--- src/rtl/stlt_pkg.sv ---
package stlt_pkg;

	localparam int TOKEN_W   = 256;
	localparam int TIME_W    = 48;
	localparam int TIMEOUT_W = 40;
	localparam int INDEX_W   = 3;

	localparam logic [TIMEOUT_W-1:0] TIMEOUT_RESET = 40'd1800000000;

	typedef enum logic [1:0] {
		OP_CREATE     = 2'd0,
		OP_VALIDATE   = 2'd1,
		OP_INVALIDATE = 2'd2,
		OP_CLEAR_ALL  = 2'd3
	} op_t;

	typedef struct packed {
		op_t                op;
		logic [TOKEN_W-1:0] token;
		logic [TIME_W-1:0]  now;
	} req_t;

endpackage

--- src/rtl/stlt_front.sv ---
module stlt_front
	import stlt_pkg::*;
(
	input  logic              clk,
	input  logic              arst_n,
	input  logic              start,
	input  logic [1:0]        cmd,
	input  logic [63:0]       token_word0,
	input  logic [63:0]       token_word1,
	input  logic [63:0]       token_word2,
	input  logic [63:0]       token_word3,
	input  logic [TIME_W-1:0] now_us,
	output logic              busy,
	output logic              req_valid,
	output req_t              req,
	input  logic              req_pop
);

	// two-entry queue between command intake and the slot engine
	logic [1:0] cnt_q;
	logic       wr_ptr_q;
	logic       rd_ptr_q;
	req_t       fifo_q [2];
	logic       push;
	logic       pop;
	req_t       entry;

	assign busy      = (cnt_q == 2'd2);
	assign push      = start && !busy;
	assign pop       = req_pop && req_valid;
	assign req_valid = (cnt_q != 2'd0);
	assign req       = fifo_q[rd_ptr_q];

	always_comb begin
		entry.op    = op_t'(cmd);
		entry.token = {token_word3, token_word2, token_word1, token_word0};
		entry.now   = now_us;
	end

	always_ff @(posedge clk or negedge arst_n) begin
		if (!arst_n) begin
			cnt_q    <= 2'd0;
			wr_ptr_q <= 1'b0;
			rd_ptr_q <= 1'b0;
		end else begin
			cnt_q <= cnt_q + 2'(push) - 2'(pop);
			if (push) begin
				wr_ptr_q <= !wr_ptr_q;
			end
			if (pop) begin
				rd_ptr_q <= !rd_ptr_q;
			end
		end
	end

	always_ff @(posedge clk) begin
		if (push) begin
			fifo_q[wr_ptr_q] <= entry;
		end
	end

endmodule

--- src/rtl/stlt_back.sv ---
module stlt_back
	import stlt_pkg::*;
#(
	parameter int SLOTS = 8
)
(
	input  logic                 clk,
	input  logic                 arst_n,
	input  logic                 req_valid,
	input  req_t                 req,
	output logic                 req_pop,
	input  logic [TIMEOUT_W-1:0] timeout,
	output logic                 done,
	output logic                 ok,
	output logic [INDEX_W-1:0]   slot_index,
	output logic                 evicted,
	output logic                 expired
);

	localparam int IW = (SLOTS > 1) ? $clog2(SLOTS) : 1;
	localparam int CW = $clog2(SLOTS + 1);
	localparam int XW = IW + INDEX_W;

	typedef enum logic [1:0] {
		S_IDLE,
		S_SCAN,
		S_EVAL
	} state_t;

	state_t              state_q;
	req_t                cur_q;
	logic [CW-1:0]       issue_cnt_q;
	logic                rd_vld_q;
	logic [IW-1:0]       rd_idx_q;
	logic [TOKEN_W-1:0]  tok_rd_q;
	logic [TIME_W-1:0]   seen_rd_q;
	logic [SLOTS-1:0]    active_q;
	logic                found_q;
	logic [IW-1:0]       match_idx_q;
	logic [TIME_W-1:0]   match_seen_q;
	logic                free_found_q;
	logic [IW-1:0]       free_idx_q;
	logic [TIME_W-1:0]   min_seen_q;
	logic [IW-1:0]       min_idx_q;
	logic                done_q;
	logic                ok_q;
	logic [INDEX_W-1:0]  slot_index_q;
	logic                evicted_q;
	logic                expired_q;

	logic [TOKEN_W-1:0]  tok_mem  [SLOTS];
	logic [TIME_W-1:0]   seen_mem [SLOTS];

	logic [IW-1:0]       rd_addr;
	logic                scan_end;
	logic                rd_act;
	logic [TIME_W:0]     idle_diff;
	logic                is_stale;
	logic [IW-1:0]       create_idx;
	logic [IW-1:0]       eval_idx;
	logic [XW-1:0]       eval_idx_ext;
	logic                tok_we;
	logic                seen_we;

	assign rd_addr      = issue_cnt_q[IW-1:0];
	assign scan_end     = (issue_cnt_q == CW'(SLOTS)) && !rd_vld_q;
	assign rd_act       = active_q[rd_idx_q];
	assign req_pop      = (state_q == S_IDLE) && req_valid;
	assign idle_diff    = {1'b0, cur_q.now} - {1'b0, match_seen_q};
	assign is_stale     = !idle_diff[TIME_W] &&
		(idle_diff[TIME_W-1:0] > {{(TIME_W-TIMEOUT_W){1'b0}}, timeout});
	assign create_idx   = free_found_q ? free_idx_q : min_idx_q;
	assign eval_idx     = (cur_q.op == OP_CREATE) ? create_idx : match_idx_q;
	assign eval_idx_ext = XW'(eval_idx);

	always_comb begin
		tok_we  = 1'b0;
		seen_we = 1'b0;
		if (state_q == S_EVAL) begin
			case (cur_q.op)
				OP_CREATE: begin
					tok_we  = 1'b1;
					seen_we = 1'b1;
				end
				OP_VALIDATE: begin
					seen_we = found_q && !is_stale;
				end
				default: begin
					seen_we = 1'b0;
				end
			endcase
		end
	end

	always_ff @(posedge clk) begin
		tok_rd_q  <= tok_mem[rd_addr];
		seen_rd_q <= seen_mem[rd_addr];
		if (tok_we) begin
			tok_mem[eval_idx] <= cur_q.token;
		end
		if (seen_we) begin
			seen_mem[eval_idx] <= cur_q.now;
		end
	end

	// payload registers without reset
	always_ff @(posedge clk) begin
		if (req_pop) begin
			cur_q <= req;
		end
		if (state_q == S_SCAN && rd_vld_q) begin
			if (!rd_act && !free_found_q) begin
				free_idx_q <= rd_idx_q;
			end
			if (rd_act && !found_q && tok_rd_q == cur_q.token) begin
				match_idx_q  <= rd_idx_q;
				match_seen_q <= seen_rd_q;
			end
			if (rd_idx_q == '0 || seen_rd_q < min_seen_q) begin
				min_seen_q <= seen_rd_q;
				min_idx_q  <= rd_idx_q;
			end
		end
	end

	always_ff @(posedge clk or negedge arst_n) begin
		if (!arst_n) begin
			state_q      <= S_IDLE;
			issue_cnt_q  <= '0;
			rd_vld_q     <= 1'b0;
			rd_idx_q     <= '0;
			active_q     <= '0;
			found_q      <= 1'b0;
			free_found_q <= 1'b0;
			done_q       <= 1'b0;
			ok_q         <= 1'b0;
			slot_index_q <= '0;
			evicted_q    <= 1'b0;
			expired_q    <= 1'b0;
		end else begin
			done_q <= 1'b0;
			case (state_q)
				S_IDLE: begin
					if (req_valid) begin
						if (req.op == OP_CLEAR_ALL) begin
							done_q       <= 1'b1;
							ok_q         <= |active_q;
							slot_index_q <= '0;
							evicted_q    <= 1'b0;
							expired_q    <= 1'b0;
							active_q     <= '0;
						end else begin
							state_q      <= S_SCAN;
							issue_cnt_q  <= '0;
							rd_vld_q     <= 1'b0;
							found_q      <= 1'b0;
							free_found_q <= 1'b0;
						end
					end
				end
				S_SCAN: begin
					if (issue_cnt_q != CW'(SLOTS)) begin
						rd_vld_q    <= 1'b1;
						rd_idx_q    <= rd_addr;
						issue_cnt_q <= issue_cnt_q + CW'(1);
					end else begin
						rd_vld_q <= 1'b0;
					end
					if (rd_vld_q) begin
						if (!rd_act) begin
							free_found_q <= 1'b1;
						end
						if (rd_act && tok_rd_q == cur_q.token) begin
							found_q <= 1'b1;
						end
					end
					if (scan_end) begin
						state_q <= S_EVAL;
					end
				end
				S_EVAL: begin
					state_q      <= S_IDLE;
					done_q       <= 1'b1;
					ok_q         <= 1'b0;
					slot_index_q <= '0;
					evicted_q    <= 1'b0;
					expired_q    <= 1'b0;
					case (cur_q.op)
						OP_CREATE: begin
							ok_q               <= 1'b1;
							evicted_q          <= !free_found_q;
							slot_index_q       <= eval_idx_ext[INDEX_W-1:0];
							active_q[eval_idx] <= 1'b1;
						end
						OP_VALIDATE: begin
							if (found_q) begin
								slot_index_q <= eval_idx_ext[INDEX_W-1:0];
								if (is_stale) begin
									expired_q          <= 1'b1;
									active_q[eval_idx] <= 1'b0;
								end else begin
									ok_q <= 1'b1;
								end
							end
						end
						OP_INVALIDATE: begin
							if (found_q) begin
								ok_q               <= 1'b1;
								slot_index_q       <= eval_idx_ext[INDEX_W-1:0];
								active_q[eval_idx] <= 1'b0;
							end
						end
						default: begin
							ok_q <= 1'b0;
						end
					endcase
				end
				default: begin
					state_q <= S_IDLE;
				end
			endcase
		end
	end

	assign done       = done_q;
	assign ok         = ok_q;
	assign slot_index = slot_index_q;
	assign evicted    = evicted_q;
	assign expired    = expired_q;

endmodule

--- src/rtl/session_table_lru_timeout_top.sv ---
// Session table with SLOTS slots of 256-bit tokens, least-recently-seen eviction on
// create and an idle timeout checked on validate. A command is taken when start is
// high and busy is low; busy rises only when the two-entry command queue is full, so
// up to two commands can wait while one is worked on. For create, validate and
// invalidate the slot engine reads the token and last-seen memories one slot per
// cycle through a single registered read port, then applies the update in its eval
// state. Invalidate-all is applied straight from idle, with no scan. Results come
// back in command order, one per command, each shown for a single cycle with done high;
// the receiver cannot stall them. The idle timeout register is written through
// cfg_valid and cfg_ready, which is always high; write it only while no command is
// pending. After reset every slot is inactive and no clearing pass is needed.
module session_table_lru_timeout_top
	import stlt_pkg::*;
#(
	parameter int SLOTS = 8
)
(
	input  logic                 clk,
	input  logic                 arst_n,
	input  logic                 start,
	output logic                 busy,
	input  logic [1:0]           cmd,
	input  logic [63:0]          token_word0,
	input  logic [63:0]          token_word1,
	input  logic [63:0]          token_word2,
	input  logic [63:0]          token_word3,
	input  logic [TIME_W-1:0]    now_us,
	output logic                 done,
	output logic                 ok,
	output logic [INDEX_W-1:0]   slot_index,
	output logic                 evicted,
	output logic                 expired,
	input  logic                 cfg_valid,
	output logic                 cfg_ready,
	input  logic [TIMEOUT_W-1:0] cfg_data
);

	logic                 req_valid;
	logic                 req_pop;
	req_t                 req;
	logic [TIMEOUT_W-1:0] timeout_q;

	assign cfg_ready = 1'b1;

	always_ff @(posedge clk or negedge arst_n) begin
		if (!arst_n) begin
			timeout_q <= TIMEOUT_RESET;
		end else if (cfg_valid && cfg_ready) begin
			timeout_q <= cfg_data;
		end
	end

	stlt_front u_front (
		.clk         (clk),
		.arst_n      (arst_n),
		.start       (start),
		.cmd         (cmd),
		.token_word0 (token_word0),
		.token_word1 (token_word1),
		.token_word2 (token_word2),
		.token_word3 (token_word3),
		.now_us      (now_us),
		.busy        (busy),
		.req_valid   (req_valid),
		.req         (req),
		.req_pop     (req_pop)
	);

	stlt_back #(
		.SLOTS (SLOTS)
	) u_back (
		.clk        (clk),
		.arst_n     (arst_n),
		.req_valid  (req_valid),
		.req        (req),
		.req_pop    (req_pop),
		.timeout    (timeout_q),
		.done       (done),
		.ok         (ok),
		.slot_index (slot_index),
		.evicted    (evicted),
		.expired    (expired)
	);

endmodule

--- config.mk ---
export PLATFORM = sky130hd
export DESIGN_NAME = session_table_lru_timeout_top
export DESIGN_NICKNAME = d
export VERILOG_FILES = /design/src/rtl/stlt_pkg.sv /design/src/rtl/stlt_front.sv /design/src/rtl/stlt_back.sv /design/src/rtl/session_table_lru_timeout_top.sv
export SDC_FILE = /design/constraint.sdc
export NUM_CORES = 2
export LEC_CHECK = 0
export ABC_AREA = 0
export BUFFER_PORTS_ARGS = -buffer_cell sky130_fd_sc_hd__buf_2
export CAP_MARGIN = 40
export CELL_PAD_IN_SITES_DETAIL_PLACEMENT = 0
export CELL_PAD_IN_SITES_GLOBAL_PLACEMENT = 2
export CORE_UTILIZATION = 45
export CTS_CLUSTER_SIZE = 40
export DETAILED_ROUTE_END_ITERATION = 10
export GPL_ROUTABILITY_DRIVEN = 0
export GPL_TIMING_DRIVEN = 0
export PLACE_DENSITY = 0.82
export RECOVER_POWER = 50
export SYNTH_ARGS = -nofsm -noshare
export SYNTH_HDL_FRONTEND = slang
export SYNTH_HIERARCHICAL = 1
export SYNTH_SLANG_ARGS = --single-unit
--- constraint.sdc ---
create_clock -name clk -period 35.3 [get_ports clk]
set_clock_uncertainty 0.2 [all_clocks]
set_input_delay 10.59 -clock clk [delete_from_list [all_inputs] [get_ports clk]]
set_output_delay 10.59 -clock clk [all_outputs]
set_load 0.02 [all_outputs]
==> run metrics <==
Power Density 75.8 nW/um^2; Critical Path, Cell by Cell buf_2 -> nand2_1 -> nor2_4 -> buf_12 -> buf_12 -> buf_12 -> buf_12 -> buf_12 -> buf_12 -> buf_12; WP buf/inv 8; Core Rows roughly 210; Slew HR -59.7%; H-tree levels 5; register area 112000 um^2; Worst Hold Depth 0; Die Wd 567 um; post-route DRC violation count 0; pin count of the biggest net entering global routing 61; fmax around 0.079 GHz; footprint of the multi-input gates between 20000 and 30000 um^2; Crit path depth 10; DIE AREA 322000 um^2; most numerous cell in the Yosys netlist edfxtp_1; Setup Fix Bufs, Post-CTS 0; hold buffers post-CTS 0; Die Height 567 um; critical path arrival 13.08 ns; Worst-Margin Slew 2.40 ns; layout cells sized above 1 28.1%; outcome complete, but fails checks; final setup fails 0; Async SR Flop Fraction between 1.5 and 2%; area leader, netlist edfxtp_1; Worst Hold Class flip-flop to flip-flop; setup total negative slack 0 ns; most frequent cells after synthesis edfxtp_1, mux4_2, mux2_2; clock transition at the registers of the reported paths 0.06 ns; Total GRT Usage 20.9%; Reg2Reg Depth 27; Nets 8158; Synth Net Count 7101; CP Capture Type flip-flop; Pre-antenna DRT Iters 5; Final Max Tran Viols 240; DP Cell Count 11500; final core area utilization a little over half; crit-path max FO 30; ys flop type edfxtp_1; vias per inst 5.57; Clock Latency Late Sink 0.96 ns; area share of the largest cell type after synthesis 72.2%; top cells by area, synth edfxtp_1, mux4_2, dfxtp_1, mux2_2, mux2_4; max-cap viol count 17; fill count around 24000; Vias 67900; Initial Util 45.2%; RSZ-0062 raised after global routing no; WL final between 300000 and 400000 um; CP Data Required Time 35.74 ns; yosys warns 6; LEAKAGE ~55 nW; slowest CP cell nor2_4; CTS Sinks 3830; Critical Path Max Stage Delay 0.50 ns; CTS tree done; Final period util roughly 36%; final hold violations 0; failing checks capacitance limit, slew limit; total grt overflow 0; Distinct cells, synth 79; I/O Pins about 360; number of flops mapped to enable cells by yosys 3455; CTS max path bufs 4; vias in the first global route 69300; initial antenna violation count 57; Worst Hold End u_back/min_seen_q[0]; Crit Reg-Reg Endpoint u_back/seen_mem[7][38]; FF+latch count, synth roughly 3800; cell mode on critical path buf_12; Hold WS between 0.2 and 0.3 ns; Worst Setup Start Kind input port; port bufs roughly 360; area grow syn2layout 16.2%; Num CTS Buffers 383; CP Class input port to flip-flop; reg2reg start u_back/cur_q[0]; Top Family by Delay on Critical Path buffers and inverters; First DRT Iteration DRCs 6821; Post-Synthesis Cells 6607; routed len/inst about 28 um; Post-Syn Area 144000 um^2; root buf cell clkbuf_16; pre-CTS worst setup slack about 22 ns; Core Area 318000 um^2; fin worst setup slack 22.66 ns; Synth Area per Inst ~22 um^2; reg-to-reg setup timing slack approximately 27 ns; post-route ant nets 0; post-CTS resize count 0; DP HPWL approximately 240000 um; hold path start u_back/seen_rd_q[0]; global-route wire length before repair 488000 um; Max VDD drop 0.0000513 V; sequential share of the synthesized area 77.7%; Finished Layout Cells between 10000 and 15000; Tmin final 12.64 ns
-- routing by layer --
| layer | share of wire (%) | GRT usage [%] |
|---|---|---|
| met1 | 41 | 28.9 |
| met2 | 49 | 34.7 |
| met3 | 7.1 | 3.26 |
| met4 | 2.7 | 5.40 |
| met5 | 0.0068 | 0 |
-- state kept, by name, summed over array words and instances (netlist names), 2 cells and up --
name,count
u_back/seen_mem,384
u_back/state_q,2
u_back/match_seen_q,48
u_back/match_idx_q,3
u_back/min_idx_q,3
u_back/cur_q,306
u_back/issue_cnt_q,4
u_back/min_seen_q,48
u_back/slot_index,3
u_back/rd_idx_q,3
u_back/seen_rd_q,48
u_back/tok_mem,2048
u_front/fifo_q,612
timeout_q,40
u_back/free_idx_q,3
u_back/active_q,8
u_back/tok_rd_q,256
u_front/cnt_q,2
-- stage by stage --
step / instance area (um^2) / total power, mW
floorplan: 144000 / 7.71
global placement: 151000 / 8.85
detailed placement: 156000 / 8.93
CTS: 169000 / 12.9
global route: 167000 / 13.1
finish: 167000 / 12.7
-- layout make-up --
cell class / count / share of cell area [%]
sequential: 3830 / 66.9
multi-input combinational: 2369 / 17.8
clock buffer: 535 / 6.34
timing repair buffer: 672 / 3.79
tap: 4180 / 3.13
clock inverter: 181 / 1.14
buffer: 234 / 0.555
inverter: 174 / 0.391
antenna: 12 / 0.0180
-- cell usage in the layout (no fill, tap or decap), drive strengths merged, types with 12 or more instances in the layout --
cell type	n
a211oi	12
a21o	39
a21oi	92
buf	675
bufinv	27
clkbuf	764
clkinv	131
dfrtp	59
dfstp	12
dfxtp	304
diode	12
edfxtp	3455
ha	143
inv	187
mux2	655
mux4	610
nand2	96
nand3	23
nand4	68
nor2	69
nor3	13
nor4	57
o21ai	60
xnor2	113
xor2	177
-- cells by family after synthesis --
| kind of cell | count (synthesis) | share of synthesized area, % |
|---|---|---|
| flip-flops | 3830 | 77.7 |
| multiplexers | 1265 | 15.3 |
| AND/OR/NAND/NOR | 371 | 1.32 |
| other | 1 | 0.00261 |
| buffers and inverters | 408 | 1.25 |
| adder cells (fa/ha/maj) | 144 | 1.26 |
| AO/OA/AOI/OAI | 298 | 1.44 |
| XOR/XNOR | 290 | 1.77 |
-- power by group --
part	switching [mW]	internal (mW)
sequential	0.174	5.44
combinational	1.67	1.37
clock	1.70	2.30
-- worst max-delay path by stage --
stage / from / to / slack, ns
6_report: start / u_front/fifo_q[0][249] / 22.66
5_1_grt: start / u_front/fifo_q[0][257] / 22.56
4_1_cts: start / u_front/fifo_q[0][249] / 22.72
3_5_place_dp: start / u_front/fifo_q[0][77] / 21.71
3_3_place_gp: u_front/cnt_q[1] / u_back/issue_cnt_q[0] / -16.20
2_1_floorplan: u_back/state_q[1] / u_front/cnt_q[1] / 9.90
No activity file was read; power rests on OpenSTA's default activity.
